`config.mk`:
```
export PLATFORM = sky130hd
export DESIGN_NAME = shared_exclusive_lock_table_top_flat
export DESIGN_NICKNAME = d
export VERILOG_FILES = /design/src/sv/selt_pkg.sv /design/src/sv/selt_if.sv /design/src/sv/shared_exclusive_lock_table_top.sv /design/src/flat_wrapper.sv
export SDC_FILE = /design/constraint.sdc
export NUM_CORES = 2
export LEC_CHECK = 0
export BUFFER_PORTS_ARGS = -buffer_cell sky130_fd_sc_hd__buf_2
export CAP_MARGIN = 25
export CORE_ASPECT_RATIO = 1.75
export CORE_UTILIZATION = 60
export CTS_BUF_LIST = sky130_fd_sc_hd__clkbuf_8
export DETAILED_ROUTE_END_ITERATION = 10
export PLACE_DENSITY_LB_ADDON = 0.08
export RECOVER_POWER = 25
export SKIP_CTS_REPAIR_TIMING = 1
export SYNTH_ARGS = -nofsm -noshare
export SYNTH_HDL_FRONTEND = slang
export SYNTH_SLANG_ARGS = --single-unit
```
`constraint.sdc`:
```
create_clock -name clock -period 36.3 [get_ports clock]
set_clock_uncertainty 0.05 [all_clocks]
set_input_delay 3.63 -clock clock [delete_from_list [all_inputs] [get_ports clock]]
set_output_delay 3.63 -clock clock [all_outputs]
set_load 0.02 [all_outputs]
```
`src/sv/selt_pkg.sv`:
```
package selt_pkg;

   // table geometry
   localparam int TABLE_DEPTH = 16;
   localparam int KEY_BYTES   = 8;
   localparam int KEY_IN_W    = 64;
   localparam int KEY_W       = 8 * KEY_BYTES;
   localparam int IDX_W       = $clog2(TABLE_DEPTH);
   localparam int CNT_W       = $clog2(TABLE_DEPTH + 1);
   localparam int QUOTA_W     = (CNT_W > 5) ? CNT_W : 5;
   localparam int LEVELS      = 4;

   // opcodes
   localparam logic [2:0] OP_TRY_LOCK  = 3'd0;
   localparam logic [2:0] OP_WAIT_LOCK = 3'd1;
   localparam logic [2:0] OP_REL_ONE   = 3'd2;
   localparam logic [2:0] OP_REL_OWNER = 3'd3;
   localparam logic [2:0] OP_ABORT     = 3'd4;

   // result status
   localparam logic [2:0] ST_OK            = 3'd0;
   localparam logic [2:0] ST_REFUSED       = 3'd1;
   localparam logic [2:0] ST_WAIT_QUOTA    = 3'd2;
   localparam logic [2:0] ST_WAIT_CONFLICT = 3'd3;
   localparam logic [2:0] ST_NOT_HELD      = 3'd4;
   localparam logic [2:0] ST_BAD_FIELD     = 3'd5;
   localparam logic [2:0] ST_BAD_OPCODE    = 3'd6;

   // entry modes
   localparam logic [1:0] MODE_EXCL  = 2'd0;
   localparam logic [1:0] MODE_SHARE = 2'd1;
   localparam logic [1:0] MODE_EMPTY = 2'd3;

   // csr register indexes
   localparam int          CSR_ADDR_W = 4;
   localparam logic [1:0]  REG_QUOTA_ONE   = 2'd0;
   localparam logic [1:0]  REG_QUOTA_TWO   = 2'd1;
   localparam logic [1:0]  REG_QUOTA_THREE = 2'd2;

   // one table entry as stored in memory
   typedef struct packed {
      logic [1:0]       mode;
      logic [15:0]      owner;
      logic [1:0]       level;
      logic [KEY_W-1:0] key;
      logic             waiting;
   } entry_type;

endpackage

```
`src/sv/selt_if.sv`:
```
// request channel
interface selt_req_if;
   logic                          valid;
   logic                          ready;
   logic [2:0]                    opcode;
   logic [15:0]                   owner;
   logic [2:0]                    lock_level;
   logic [1:0]                    lock_mode;
   logic [selt_pkg::KEY_IN_W-1:0] lock_key;

   modport source (output valid, opcode, owner, lock_level, lock_mode, lock_key,
                   input ready);
   modport sink   (input valid, opcode, owner, lock_level, lock_mode, lock_key,
                   output ready);
endinterface

// response channel
interface selt_rsp_if;
   logic       valid;
   logic       ready;
   logic [2:0] status;
   logic [3:0] slot_index;
   logic [4:0] released_count;
   logic       woke_waiters;

   modport source (output valid, status, slot_index, released_count, woke_waiters,
                   input ready);
   modport sink   (input valid, status, slot_index, released_count, woke_waiters,
                   output ready);
endinterface

```
`src/sv/shared_exclusive_lock_table_top.sv`:
```
// channel   dir  handshake        word
// req_bus   in   valid/ready      opcode, owner, lock_level, lock_mode, lock_key
// rsp_bus   out  valid/ready      status, slot_index, released_count, woke_waiters
// csr_*     in   apb, pready = 1  quota_level_one/two/three at 0x0, 0x4, 0x8
//
// a table request runs from one accepted word to the next as: the accept cycle in idle, one
// pass over the entry memory with one read per cycle on its single read port, a drain of
// the pass, then the finish state, which loads the response register; no new word is
// accepted until then. bad field and bad opcode words skip the pass.
// reset is synchronous and clears the entry valid bits at once; no clearing pass.
// a finished word waits in the response register; a stalled response holds the finish.

module shared_exclusive_lock_table_top (
   input  logic                             clock,
   input  logic                             reset,
   selt_req_if.sink                         req_bus,
   selt_rsp_if.source                       rsp_bus,
   input  logic                             csr_psel,
   input  logic                             csr_penable,
   input  logic                             csr_pwrite,
   input  logic [selt_pkg::CSR_ADDR_W-1:0]  csr_paddr,
   input  logic [31:0]                      csr_pwdata,
   output logic [31:0]                      csr_prdata,
   output logic                             csr_pready
);

   localparam int D  = selt_pkg::TABLE_DEPTH;
   localparam int IW = selt_pkg::IDX_W;
   localparam int CW = selt_pkg::CNT_W;
   localparam int QW = selt_pkg::QUOTA_W;
   localparam int KW = selt_pkg::KEY_W;

   localparam logic [1:0] S_IDLE = 2'd0;
   localparam logic [1:0] S_SCAN = 2'd1;
   localparam logic [1:0] S_DONE = 2'd2;

   // entry memory
   selt_pkg::entry_type mem [D];
   logic                mem_we;
   logic [IW-1:0]       mem_wa;
   selt_pkg::entry_type mem_wd;

   logic [1:0]          state_ff, state_in;
   logic [2:0]          op_ff, op_in;
   logic                bad_ff, bad_in;
   logic [15:0]         owner_ff, owner_in;
   logic [2:0]          level_ff, level_in;
   logic [1:0]          mode_ff, mode_in;
   logic [KW-1:0]       key_ff, key_in;

   logic [CW-1:0]       rd_cnt_ff, rd_cnt_in;
   logic                pv_ff, pv_in;
   logic [IW-1:0]       pidx_ff, pidx_in;
   selt_pkg::entry_type rd_word_ff;
   logic                rd_valid_ff;

   logic [D-1:0]        valid_ff, valid_in;
   logic [QW-1:0]       quota_ff [selt_pkg::LEVELS];
   logic [QW-1:0]       quota_in [selt_pkg::LEVELS];

   logic                cfl_found_ff, cfl_found_in;
   logic [IW-1:0]       cfl_idx_ff, cfl_idx_in;
   selt_pkg::entry_type cfl_word_ff, cfl_word_in;
   logic                emp_found_ff, emp_found_in;
   logic [IW-1:0]       emp_idx_ff, emp_idx_in;
   logic                hit_ff, hit_in;
   logic [IW-1:0]       hit_idx_ff, hit_idx_in;
   logic [CW-1:0]       rel_cnt_ff, rel_cnt_in;
   logic                woke_ff, woke_in;

   logic [4:0]          q1_ff, q2_ff, q3_ff;

   logic                rsp_valid_ff, rsp_valid_in;
   logic [2:0]          status_ff, status_in;
   logic [3:0]          slot_ff, slot_in;
   logic [4:0]          relout_ff, relout_in;
   logic                wokeout_ff, wokeout_in;

   logic                csr_wr;

   // config registers
   assign csr_pready = 1'b1;
   assign csr_wr     = csr_psel && csr_penable && csr_pwrite;

   always_ff @(posedge clock) begin
      if (reset) begin
         q1_ff <= 5'd16;
         q2_ff <= 5'd16;
         q3_ff <= 5'd16;
      end else if (csr_wr) begin
         case (csr_paddr[3:2])
            selt_pkg::REG_QUOTA_ONE:   q1_ff <= csr_pwdata[4:0];
            selt_pkg::REG_QUOTA_TWO:   q2_ff <= csr_pwdata[4:0];
            selt_pkg::REG_QUOTA_THREE: q3_ff <= csr_pwdata[4:0];
            default: ;
         endcase
      end
   end

   always_comb begin
      case (csr_paddr[3:2])
         selt_pkg::REG_QUOTA_ONE:   csr_prdata = 32'(q1_ff);
         selt_pkg::REG_QUOTA_TWO:   csr_prdata = 32'(q2_ff);
         selt_pkg::REG_QUOTA_THREE: csr_prdata = 32'(q3_ff);
         default:                   csr_prdata = 32'd0;
      endcase
   end

   // handshakes
   assign req_bus.ready          = (state_ff == S_IDLE);
   assign rsp_bus.valid          = rsp_valid_ff;
   assign rsp_bus.status         = status_ff;
   assign rsp_bus.slot_index     = slot_ff;
   assign rsp_bus.released_count = relout_ff;
   assign rsp_bus.woke_waiters   = wokeout_ff;

   // memory ports, read data registered
   always_ff @(posedge clock) begin
      if (mem_we) begin
         mem[mem_wa] <= mem_wd;
      end
      rd_word_ff  <= mem[rd_cnt_ff[IW-1:0]];
      rd_valid_ff <= valid_ff[rd_cnt_ff[IW-1:0]];
   end

   // sequencer and per-entry processing
   always_comb begin
      selt_pkg::entry_type w;
      logic occ, kl, do_free, blocked, out_free;
      int i;

      state_in     = state_ff;
      op_in        = op_ff;
      bad_in       = bad_ff;
      owner_in     = owner_ff;
      level_in     = level_ff;
      mode_in      = mode_ff;
      key_in       = key_ff;
      rd_cnt_in    = rd_cnt_ff;
      pv_in        = 1'b0;
      pidx_in      = pidx_ff;
      valid_in     = valid_ff;
      quota_in     = quota_ff;
      cfl_found_in = cfl_found_ff;
      cfl_idx_in   = cfl_idx_ff;
      cfl_word_in  = cfl_word_ff;
      emp_found_in = emp_found_ff;
      emp_idx_in   = emp_idx_ff;
      hit_in       = hit_ff;
      hit_idx_in   = hit_idx_ff;
      rel_cnt_in   = rel_cnt_ff;
      woke_in      = woke_ff;
      rsp_valid_in = rsp_valid_ff && !rsp_bus.ready;
      status_in    = status_ff;
      slot_in      = slot_ff;
      relout_in    = relout_ff;
      wokeout_in   = wokeout_ff;
      mem_we       = 1'b0;
      mem_wa       = pidx_ff;
      mem_wd       = rd_word_ff;

      w        = rd_word_ff;
      occ      = rd_valid_ff && (w.mode != selt_pkg::MODE_EMPTY);
      kl       = occ && (w.key == key_ff) && ({1'b0, w.level} == level_ff);
      do_free  = 1'b0;
      out_free = !rsp_valid_ff || rsp_bus.ready;
      blocked  = 1'b0;
      for (i = 0; i < selt_pkg::LEVELS; i++) begin
         if (i <= int'(level_ff) && quota_ff[i] == '0) begin
            blocked = 1'b1;
         end
      end

      case (state_ff)
         S_IDLE: begin
            if (req_bus.valid) begin
               op_in        = req_bus.opcode;
               owner_in     = req_bus.owner;
               level_in     = req_bus.lock_level;
               mode_in      = req_bus.lock_mode;
               key_in       = req_bus.lock_key[KW-1:0];
               bad_in       = (req_bus.opcode == selt_pkg::OP_TRY_LOCK ||
                               req_bus.opcode == selt_pkg::OP_WAIT_LOCK) &&
                              (req_bus.lock_level > 3'd3 ||
                               req_bus.lock_mode > selt_pkg::MODE_SHARE);
               rd_cnt_in    = '0;
               cfl_found_in = 1'b0;
               emp_found_in = 1'b0;
               hit_in       = 1'b0;
               rel_cnt_in   = '0;
               woke_in      = 1'b0;
               if (bad_in || req_bus.opcode > selt_pkg::OP_ABORT) begin
                  state_in = S_DONE;
               end else begin
                  state_in = S_SCAN;
               end
            end
         end

         S_SCAN: begin
            // issue the next read
            if (rd_cnt_ff != CW'(D)) begin
               pv_in     = 1'b1;
               pidx_in   = rd_cnt_ff[IW-1:0];
               rd_cnt_in = rd_cnt_ff + 1'b1;
            end else if (!pv_ff) begin
               state_in = S_DONE;
            end
            // look at the word read last cycle
            if (pv_ff) begin
               case (op_ff)
                  selt_pkg::OP_TRY_LOCK, selt_pkg::OP_WAIT_LOCK: begin
                     if (kl && (w.mode == selt_pkg::MODE_EXCL ||
                                mode_ff == selt_pkg::MODE_EXCL) && !cfl_found_ff) begin
                        cfl_found_in = 1'b1;
                        cfl_idx_in   = pidx_ff;
                        cfl_word_in  = w;
                     end
                     if (!occ && !emp_found_ff) begin
                        emp_found_in = 1'b1;
                        emp_idx_in   = pidx_ff;
                     end
                  end
                  selt_pkg::OP_REL_ONE: begin
                     if (kl && w.owner == owner_ff && !hit_ff) begin
                        do_free    = 1'b1;
                        hit_in     = 1'b1;
                        hit_idx_in = pidx_ff;
                     end
                  end
                  selt_pkg::OP_REL_OWNER: begin
                     do_free = occ && (w.owner == owner_ff);
                  end
                  selt_pkg::OP_ABORT: begin
                     if (occ) begin
                        rel_cnt_in = rel_cnt_ff + 1'b1;
                     end
                     if (rd_valid_ff && w.waiting) begin
                        woke_in = 1'b1;
                     end
                  end
                  default: ;
               endcase
               // free one entry and give its quota back
               if (do_free) begin
                  mem_we        = 1'b1;
                  mem_wa        = pidx_ff;
                  mem_wd        = w;
                  mem_wd.mode   = selt_pkg::MODE_EMPTY;
                  mem_wd.owner  = '0;
                  mem_wd.waiting = 1'b0;
                  rel_cnt_in    = rel_cnt_ff + 1'b1;
                  if (w.waiting) begin
                     woke_in = 1'b1;
                  end
                  for (i = 0; i < selt_pkg::LEVELS; i++) begin
                     if (i <= int'(w.level)) begin
                        quota_in[i] = quota_ff[i] + 1'b1;
                        if (quota_in[i] == QW'(1)) begin
                           woke_in = 1'b1;
                        end
                     end
                  end
               end
            end
         end

         S_DONE: begin
            if (out_free) begin
               state_in     = S_IDLE;
               rsp_valid_in = 1'b1;
               status_in    = selt_pkg::ST_OK;
               slot_in      = '0;
               relout_in    = '0;
               wokeout_in   = 1'b0;
               if (bad_ff) begin
                  status_in = selt_pkg::ST_BAD_FIELD;
               end else begin
                  case (op_ff)
                     selt_pkg::OP_TRY_LOCK, selt_pkg::OP_WAIT_LOCK: begin
                        if (blocked) begin
                           status_in = (op_ff == selt_pkg::OP_TRY_LOCK) ?
                                       selt_pkg::ST_REFUSED : selt_pkg::ST_WAIT_QUOTA;
                        end else if (cfl_found_ff) begin
                           if (op_ff == selt_pkg::OP_TRY_LOCK) begin
                              status_in = selt_pkg::ST_REFUSED;
                           end else begin
                              // mark the conflicting entry as waited on
                              mem_we         = 1'b1;
                              mem_wa         = cfl_idx_ff;
                              mem_wd         = cfl_word_ff;
                              mem_wd.waiting = 1'b1;
                              status_in      = selt_pkg::ST_WAIT_CONFLICT;
                              slot_in        = 4'(cfl_idx_ff);
                           end
                        end else if (emp_found_ff) begin
                           // grant into the first empty slot
                           mem_we         = 1'b1;
                           mem_wa         = emp_idx_ff;
                           mem_wd.mode    = mode_ff;
                           mem_wd.owner   = owner_ff;
                           mem_wd.level   = level_ff[1:0];
                           mem_wd.key     = key_ff;
                           mem_wd.waiting = 1'b0;
                           valid_in[emp_idx_ff] = 1'b1;
                           slot_in        = 4'(emp_idx_ff);
                           for (i = 0; i < selt_pkg::LEVELS; i++) begin
                              if (i <= int'(level_ff)) begin
                                 quota_in[i] = quota_ff[i] - 1'b1;
                              end
                           end
                        end else begin
                           status_in = (op_ff == selt_pkg::OP_TRY_LOCK) ?
                                       selt_pkg::ST_REFUSED : selt_pkg::ST_WAIT_QUOTA;
                        end
                     end
                     selt_pkg::OP_REL_ONE: begin
                        status_in  = hit_ff ? selt_pkg::ST_OK : selt_pkg::ST_NOT_HELD;
                        slot_in    = hit_ff ? 4'(hit_idx_ff) : 4'd0;
                        relout_in  = 5'(rel_cnt_ff);
                        wokeout_in = woke_ff;
                     end
                     selt_pkg::OP_REL_OWNER: begin
                        relout_in  = 5'(rel_cnt_ff);
                        wokeout_in = woke_ff;
                     end
                     selt_pkg::OP_ABORT: begin
                        relout_in  = 5'(rel_cnt_ff);
                        wokeout_in = woke_ff ||
                                     (quota_ff[0] == '0) ||
                                     (quota_ff[1] == '0 && q1_ff != 5'd0) ||
                                     (quota_ff[2] == '0 && q2_ff != 5'd0) ||
                                     (quota_ff[3] == '0 && q3_ff != 5'd0);
                        valid_in    = '0;
                        quota_in[0] = QW'(D);
                        quota_in[1] = QW'(q1_ff);
                        quota_in[2] = QW'(q2_ff);
                        quota_in[3] = QW'(q3_ff);
                     end
                     default: begin
                        status_in = selt_pkg::ST_BAD_OPCODE;
                     end
                  endcase
               end
            end
         end

         default: begin
            state_in = S_IDLE;
         end
      endcase
   end

   // control registers
   always_ff @(posedge clock) begin
      if (reset) begin
         state_ff     <= S_IDLE;
         pv_ff        <= 1'b0;
         rsp_valid_ff <= 1'b0;
         valid_ff     <= '0;
         quota_ff[0]  <= QW'(D);
         quota_ff[1]  <= QW'(5'd16);
         quota_ff[2]  <= QW'(5'd16);
         quota_ff[3]  <= QW'(5'd16);
      end else begin
         state_ff     <= state_in;
         pv_ff        <= pv_in;
         rsp_valid_ff <= rsp_valid_in;
         valid_ff     <= valid_in;
         quota_ff     <= quota_in;
      end
   end

   // payload registers
   always_ff @(posedge clock) begin
      op_ff        <= op_in;
      bad_ff       <= bad_in;
      owner_ff     <= owner_in;
      level_ff     <= level_in;
      mode_ff      <= mode_in;
      key_ff       <= key_in;
      rd_cnt_ff    <= rd_cnt_in;
      pidx_ff      <= pidx_in;
      cfl_found_ff <= cfl_found_in;
      cfl_idx_ff   <= cfl_idx_in;
      cfl_word_ff  <= cfl_word_in;
      emp_found_ff <= emp_found_in;
      emp_idx_ff   <= emp_idx_in;
      hit_ff       <= hit_in;
      hit_idx_ff   <= hit_idx_in;
      rel_cnt_ff   <= rel_cnt_in;
      woke_ff      <= woke_in;
      status_ff    <= status_in;
      slot_ff      <= slot_in;
      relout_ff    <= relout_in;
      wokeout_ff   <= wokeout_in;
   end

endmodule

```
`src/flat_wrapper.sv`:
```
// flat-port wrapper written by rule: the top's interface ports become plain ports
module shared_exclusive_lock_table_top_flat 
  (clock, reset, csr_psel, csr_penable, csr_pwrite, csr_paddr, csr_pwdata, csr_prdata, csr_pready, req_bus_valid, req_bus_opcode, req_bus_owner, req_bus_lock_level, req_bus_lock_mode, req_bus_lock_key, req_bus_ready, rsp_bus_valid, rsp_bus_status, rsp_bus_slot_index, rsp_bus_released_count, rsp_bus_woke_waiters, rsp_bus_ready);
  selt_req_if req_bus_i ();
  selt_rsp_if rsp_bus_i ();
  input  logic clock;
  input  logic reset;
  input  logic csr_psel;
  input  logic csr_penable;
  input  logic csr_pwrite;
  input  logic [selt_pkg::CSR_ADDR_W-1:0] csr_paddr;
  input  logic [31:0] csr_pwdata;
  output logic [31:0] csr_prdata;
  output logic csr_pready;
  input wire logic [$bits(req_bus_i.valid)-1:0] req_bus_valid;
  input wire logic [$bits(req_bus_i.opcode)-1:0] req_bus_opcode;
  input wire logic [$bits(req_bus_i.owner)-1:0] req_bus_owner;
  input wire logic [$bits(req_bus_i.lock_level)-1:0] req_bus_lock_level;
  input wire logic [$bits(req_bus_i.lock_mode)-1:0] req_bus_lock_mode;
  input wire logic [$bits(req_bus_i.lock_key)-1:0] req_bus_lock_key;
  output wire logic [$bits(req_bus_i.ready)-1:0] req_bus_ready;
  output wire logic [$bits(rsp_bus_i.valid)-1:0] rsp_bus_valid;
  output wire logic [$bits(rsp_bus_i.status)-1:0] rsp_bus_status;
  output wire logic [$bits(rsp_bus_i.slot_index)-1:0] rsp_bus_slot_index;
  output wire logic [$bits(rsp_bus_i.released_count)-1:0] rsp_bus_released_count;
  output wire logic [$bits(rsp_bus_i.woke_waiters)-1:0] rsp_bus_woke_waiters;
  input wire logic [$bits(rsp_bus_i.ready)-1:0] rsp_bus_ready;
  assign req_bus_i.valid = req_bus_valid;
  assign req_bus_i.opcode = req_bus_opcode;
  assign req_bus_i.owner = req_bus_owner;
  assign req_bus_i.lock_level = req_bus_lock_level;
  assign req_bus_i.lock_mode = req_bus_lock_mode;
  assign req_bus_i.lock_key = req_bus_lock_key;
  assign req_bus_ready = req_bus_i.ready;
  assign rsp_bus_valid = rsp_bus_i.valid;
  assign rsp_bus_status = rsp_bus_i.status;
  assign rsp_bus_slot_index = rsp_bus_i.slot_index;
  assign rsp_bus_released_count = rsp_bus_i.released_count;
  assign rsp_bus_woke_waiters = rsp_bus_i.woke_waiters;
  assign rsp_bus_i.ready = rsp_bus_ready;
  shared_exclusive_lock_table_top u_core (.clock(clock), .reset(reset), .req_bus(req_bus_i), .rsp_bus(rsp_bus_i), .csr_psel(csr_psel), .csr_penable(csr_penable), .csr_pwrite(csr_pwrite), .csr_paddr(csr_paddr), .csr_pwdata(csr_pwdata), .csr_prdata(csr_prdata), .csr_pready(csr_pready));
endmodule
```
Yosys cells after proc, flatten, opt, wreduce, memory -nomap -nowiden --
Memory sizes are Yosys's and may differ from the RTL's. A register that Yosys moved wholly into a read port is not among the register bits. Cells that the tools add are included.
Cells by class: $add $sub $neg 10, $lt $le $gt $ge 12, eq/ne operators 46, multiplexer cells 121, bitwise gates (word level) 4, reductions and logical operators 79
Operators by type and width (number):
- 85-bit 2-to-1 mux | 9
- 85-bit one-hot mux with 2 select lines | 1
- 20-bit 2-to-1 mux | 7
- 20-bit one-hot mux with 2 select lines | 2
- 64-bit == test | 1
- 5-bit 2-to-1 mux | 12
- 4-bit 2-to-1 mux | 13
- 16-bit 2-to-1 mux | 3
- 1-bit 2-to-1 mux | 47
- 11-bit AND reduction | 3
- 16-bit one-hot mux with 2 select lines | 1
- 5-bit by 1-bit adder with 5-bit output (second input constant) | 6
- 2-bit by 1-bit != test with 1-bit output (second input constant) | 13
- 1-bit logical AND | 21
- 5-bit by 1-bit == test with 1-bit output (second input constant) | 4
- 5-bit zero test | 4
- 5-bit one-hot mux with 2 select lines | 2
- 5-bit AND reduction | 4
- 5-bit by 1-bit subtractor with 5-bit output (second input constant) | 4
- 16-bit == test | 1
- 16-bit bitwise OR | 1
- 4-bit AND reduction | 4
- 3-bit by 2-bit != test with 1-bit output (second input constant) | 5
- 5-bit one-hot mux with 3 select lines | 1
- other kinds (40) | 103
Word-level totals: bits in registers 272, RAM bits 1360, bits of input ports 131, output and inout bits 48, logic and storage cells 309, memories 1
Memories:
- u_core.mem | depth 16, width 85, read ports 1, clocked after Yosys merged registers in 1, wr ports 1, RTL line shared_exclusive_lock_table_top.sv:38 | selt_pkg::entry_type mem [D];

Logic depth before layout (Yosys ltp) --
word-level depth 16, mapped depth 13, gate-level depth less buffers 10

Least setup slack after synthesis --
No wires, ideal clock.
kind input -> register, from input port rsp_bus_ready, to memory u_core.mem[6][0] in the netlist's numbering (enable), library setup time 0.739 ns, arrival 13.021 ns, required time 35.511 ns, slack 22.490 ns, stages on the path 7, path buffers 0, cell sequence nor2b_1 > or2_2 > nor4_2 > a21oi_1 > a21oi_1 > nand3_1 > nor4_1
Between the ends: longest elaborated chain between the ends 5, elaborated cells on any way between the ends 7, classes of those cells 6 x mux; 1 x reduce/logical
RTL lines:
- start: declaration | RTL line flat_wrapper.sv:27 | input wire logic [$bits(rsp_bus_i.ready)-1:0] rsp_bus_ready;
- 1-bit logical OR * | RTL line shared_exclusive_lock_table_top.sv:166 | out_free = !rsp_valid_ff || rsp_bus.ready;
- 1-bit 2-to-1 mux | RTL line shared_exclusive_lock_table_top.sv:269 | if (out_free) begin
- 1-bit one-hot mux with 2 select lines | RTL line shared_exclusive_lock_table_top.sv:174 | case (state_ff)
- 1-bit 2-to-1 mux | RTL line shared_exclusive_lock_table_top.sv:119 | if (mem_we) begin
- 1-bit 2-to-1 mux (implied by the code) | RTL line shared_exclusive_lock_table_top.sv:120 | mem[mem_wa] <= mem_wd;
- end: declaration | RTL line shared_exclusive_lock_table_top.sv:38
Mark *: on every way between the ends. The rest lies on a longest branch, timed or not.

==> impl_metrics.tcl <==
set metrics [dict create \
    port_buffers 121 \
    syn_avg_cell_area_sq_um 19.8 \
    die_w_um 255 \
    hold_class "reg2reg" \
    cts_buffers 225 \
    cts_tree "done" \
    cap_violations 20 \
    ir_worst_vdd_v 0.0000540 \
    h-tree-depth 4 \
    cp.arrival_ns 16.68 \
    totalPowerFinal_mw 5.59 \
    route.detailed.drc 0 \
    vias_per_cell 6.63 \
    syn-cell-area_sq_mm 0.0671 \
    criticalPathCategory "reg2reg" \
    synth-async-reset-ratio_pct 0 \
    critPathRequiredTime_ns 36.99 \
    ant_nets 0 \
    synth-edff-count 1576 \
    setup-violations-final 0 \
    worst_setup_path_end_kind "flip-flop" \
    p_per_area_mw_per_mm2 75.1 \
    p_int_mw 3.88 \
    r2r_slack_ns 20.31 \
    rsz0062_at_grt "false" \
    grtUsageTotal_pct 30.0 \
    grt_pass1_vias 36600 \
    slew_headroom_pct -595 \
    drt_iter0_markers 3404 \
    wirelength_um 166000 \
    clock_tree.buffer_depth 3 \
    period_minus_slack_ns 15.99 \
    core_sq_mm 0.111 \
    die-area_sq_mm 0.113 \
    place.gp.congestion 0.845 \
    path_max_fanout 47 \
    syn_inst 3390 \
    fin_cells 5348 \
    wl_per_cell_um 31.0 \
    routed-via-count 35400 \
    path_clk_slew_ns 0.07 \
    die_y_um 444 \
    ys_warn_count 0 \
    drive_gt1_share_pct 25.6 \
    r2r-end "u_core.rd_word_ff[64]$_DFF_P_" \
    dr.pass1.iters 5 \
    p_leak_nw 23.8 \
    grt_overflow 0 \
    hpwl_um 88800 \
    fin_nets 3821 \
    ys.flop_type "edfxtp_1" \
    r2r_start "u_core.rd_cnt_ff[0]$_SDFFCE_PN0P_" \
    grt_max_degree 146 \
    p_sw_share_pct 30.6 \
    min_to "u_core.valid_ff[11]$_SDFFE_PP0P_" \
    ys_seq_elements 1717 \
    fin_crit_sh_pct 44.0 \
    cts_root_buffer "clkbuf_8" \
    antenna_found_initial 10 \
    switching_power_mw 1.71 \
    seq_power_share_pct 48.1 \
    finalMaxSlewViolations 848 \
    area_growth_pct 11.0 \
    dp_cells 4871 \
    violations "capacitance limit, slew limit" \
    pwr-share-comb_pct 27.2 \
    finalSetupTns_ns 0 \
    clock_latency_ns 0.94 \
    cts.sinks 1717 \
    fmax_ghz 0.0625 \
    start_kind "flip-flop" \
    status "finished with violations" \
    worstRegToRegCells 11 \
    power_frac_clock_pct 24.7 \
    start_util_pct 60.4 \
    hold_depth 2 \
    row_count 162 \
    tightest_slew_ns 10.42 \
    synth.distinct_cells 68 \
    final-hold-violation-count 0 \
    design.portCount 179 \
    grt_first_pass_wirelength_um 241000 \
    hold_start "u_core.valid_ff[11]$_SDFFE_PP0P_" \
    ys_seq_area_share_pct 74.7 \
]
## sequential cells by signal (all words and copies together), names as in the netlist, 5 cells and up
name                           flops
u_core.rd_word_ff                 85
u_core.rel_cnt_ff                  5
u_core.q2_ff                       5
u_core.owner_ff                   16
u_core.q1_ff                       5
u_core.cfl_word_ff                84
u_core.rd_cnt_ff                   5
u_core.quota_ff                   20
u_core.valid_ff                   16
u_core.mem                      1360
u_core.rsp_bus.released_count      5
u_core.q3_ff                       5
u_core.key_ff                     64
## through the flow
| stage | util (%) | hold slack, ns | area, sq um | worst slack (ns) |
|---|---|---|---|---|
| after floorplan | - | 0.372 | 67200 | 22.49 |
| after global routing | 67.0 | 0.425 | 74500 | 17.98 |
| final | 67.0 | 0.400 | 74500 | 20.31 |
| after global placement | 62.9 | 0.392 | 69900 | 27.51 |
| after detailed placement | 63.1 | 0.390 | 70100 | 27.70 |
| after CTS | 67.0 | 0.402 | 74400 | 28.09 |
## critical path, cell delays in order, from the launching register on
cell	delay (ns)
edfxtp_1	0.33
clkbuf_1	2.72
clkbuf_1	2.88
clkbuf_1	0.71
clkbuf_1	2.60
clkbuf_1	1.28
clkbuf_1	1.99
clkbuf_1	0.85
buf_16	0.36
buf_4	0.62
mux4_2	0.61
mux4_2	0.51
## cell usage after synthesis (all sizes together), types with 6 or more instances
cell / number / share of area, %
clkbuf: 157 / 0.88
xnor2: 35 / 0.46
nor4: 19 / 0.20
a21oi: 137 / 1.0
a211o: 7 / 0.091
nor2b: 18 / 0.17
and3: 7 / 0.065
nand3: 25 / 0.19
nor2: 110 / 0.62
inv: 30 / 0.17
edfxtp: 1576 / 71
a211oi: 14 / 0.18
o41ai: 62 / 0.81
and2: 19 / 0.18
buf: 80 / 0.64
xor2: 56 / 0.73
mux4: 430 / 14
dfxtp: 141 / 4.2
ha: 17 / 0.32
a21o: 21 / 0.23
nor3: 30 / 0.22
o211ai: 6 / 0.067
nand2b: 13 / 0.12
o22ai: 94 / 0.88
nand2: 56 / 0.31
a22oi: 6 / 0.067
nand4: 16 / 0.15
o21ai: 108 / 0.82
mux2i: 21 / 0.31
a31oi: 12 / 0.11
## power by group through the flow
stage / sequential, mW / combinational, mW / clock (mW)
after floorplan: 2.68 / 0.997 / 0
after global placement: 2.73 / 1.38 / 0
after detailed placement: 2.73 / 1.46 / 0
after CTS: 2.69 / 1.46 / 1.41
after global routing: 2.70 / 1.63 / 1.48
final: 2.69 / 1.52 / 1.38
## cell type report
class,count,area (sq um)
timing repair buffer,267,1660
clock buffer,249,3430
fill,7420,36600
sequential,1717,50100
antenna,6,15.0
inverter,30,113
tap,1476,1850
multi-input combinational,1432,16300
clock inverter,171,918
## layout by cell type (no fill, tap or decap), drive strengths merged, types with 6 or more instances in the layout
master / count
nor2: 110
ha: 17
o41ai: 62
and2: 19
nand2b: 13
buf: 157
and3: 7
xnor2: 35
conb: 28
nor3: 30
edfxtp: 1576
nand4: 16
diode: 6
a211o: 7
nor4: 19
a21oi: 137
clkinv: 92
o22ai: 94
bufinv: 6
nor2b: 18
mux4: 430
xor2: 56
inv: 94
a31oi: 12
a21o: 21
nand3: 25
o211ai: 6
clkinvlp: 9
clkbuf: 359
a211oi: 14
nand2: 56
o21ai: 108
dfxtp: 141
mux2i: 21
a22oi: 6
## per-layer routing
| layer | global-route usage (%) | routed length [um] | vias up |
|---|---|---|---|
| li1 | - | - | 14600 |
| met3 | 5.26 | 12900 | 393 |
| met5 | 0 | 41 | - |
| met4 | 11.6 | 6110 | 6 |
| met1 | 39.3 | 61100 | 18600 |
| met2 | 50.3 | 85600 | 1823 |
## cell families after synthesis
kind of cell | after synthesis | share of synthesized area (%)
AOI/OAI and AO/OA | 498 | 4.69
xor gates and xnor gates | 91 | 1.19
adders and majority gates | 17 | 0.317
buffers and inverters | 267 | 1.69
DFF | 1717 | 74.7
muxes | 456 | 14.8
other | 2 | 0.0112
and+or+nand+nor | 342 | 2.55
## worst max-delay path by stage
stage	start	end	slack, ns
5_1_grt	u_core.rd_cnt_ff[0]$_SDFFCE_PN0P_	u_core.rd_word_ff[64]$_DFF_P_	17.98
3_3_place_gp	rsp_bus_ready	u_core.mem[14][76]$_DFFE_PP_	27.51
6_report	u_core.rd_cnt_ff[0]$_SDFFCE_PN0P_	u_core.rd_word_ff[64]$_DFF_P_	20.31
2_1_floorplan	rsp_bus_ready	u_core.mem[6][0]$_DFFE_PP_	22.49
4_1_cts	csr_paddr[2]	csr_prdata[3]	28.09
3_5_place_dp	rsp_bus_ready	u_core.mem[4][8]$_DFFE_PP_	27.70
Note: power is estimated with default switching activity, not from simulation.
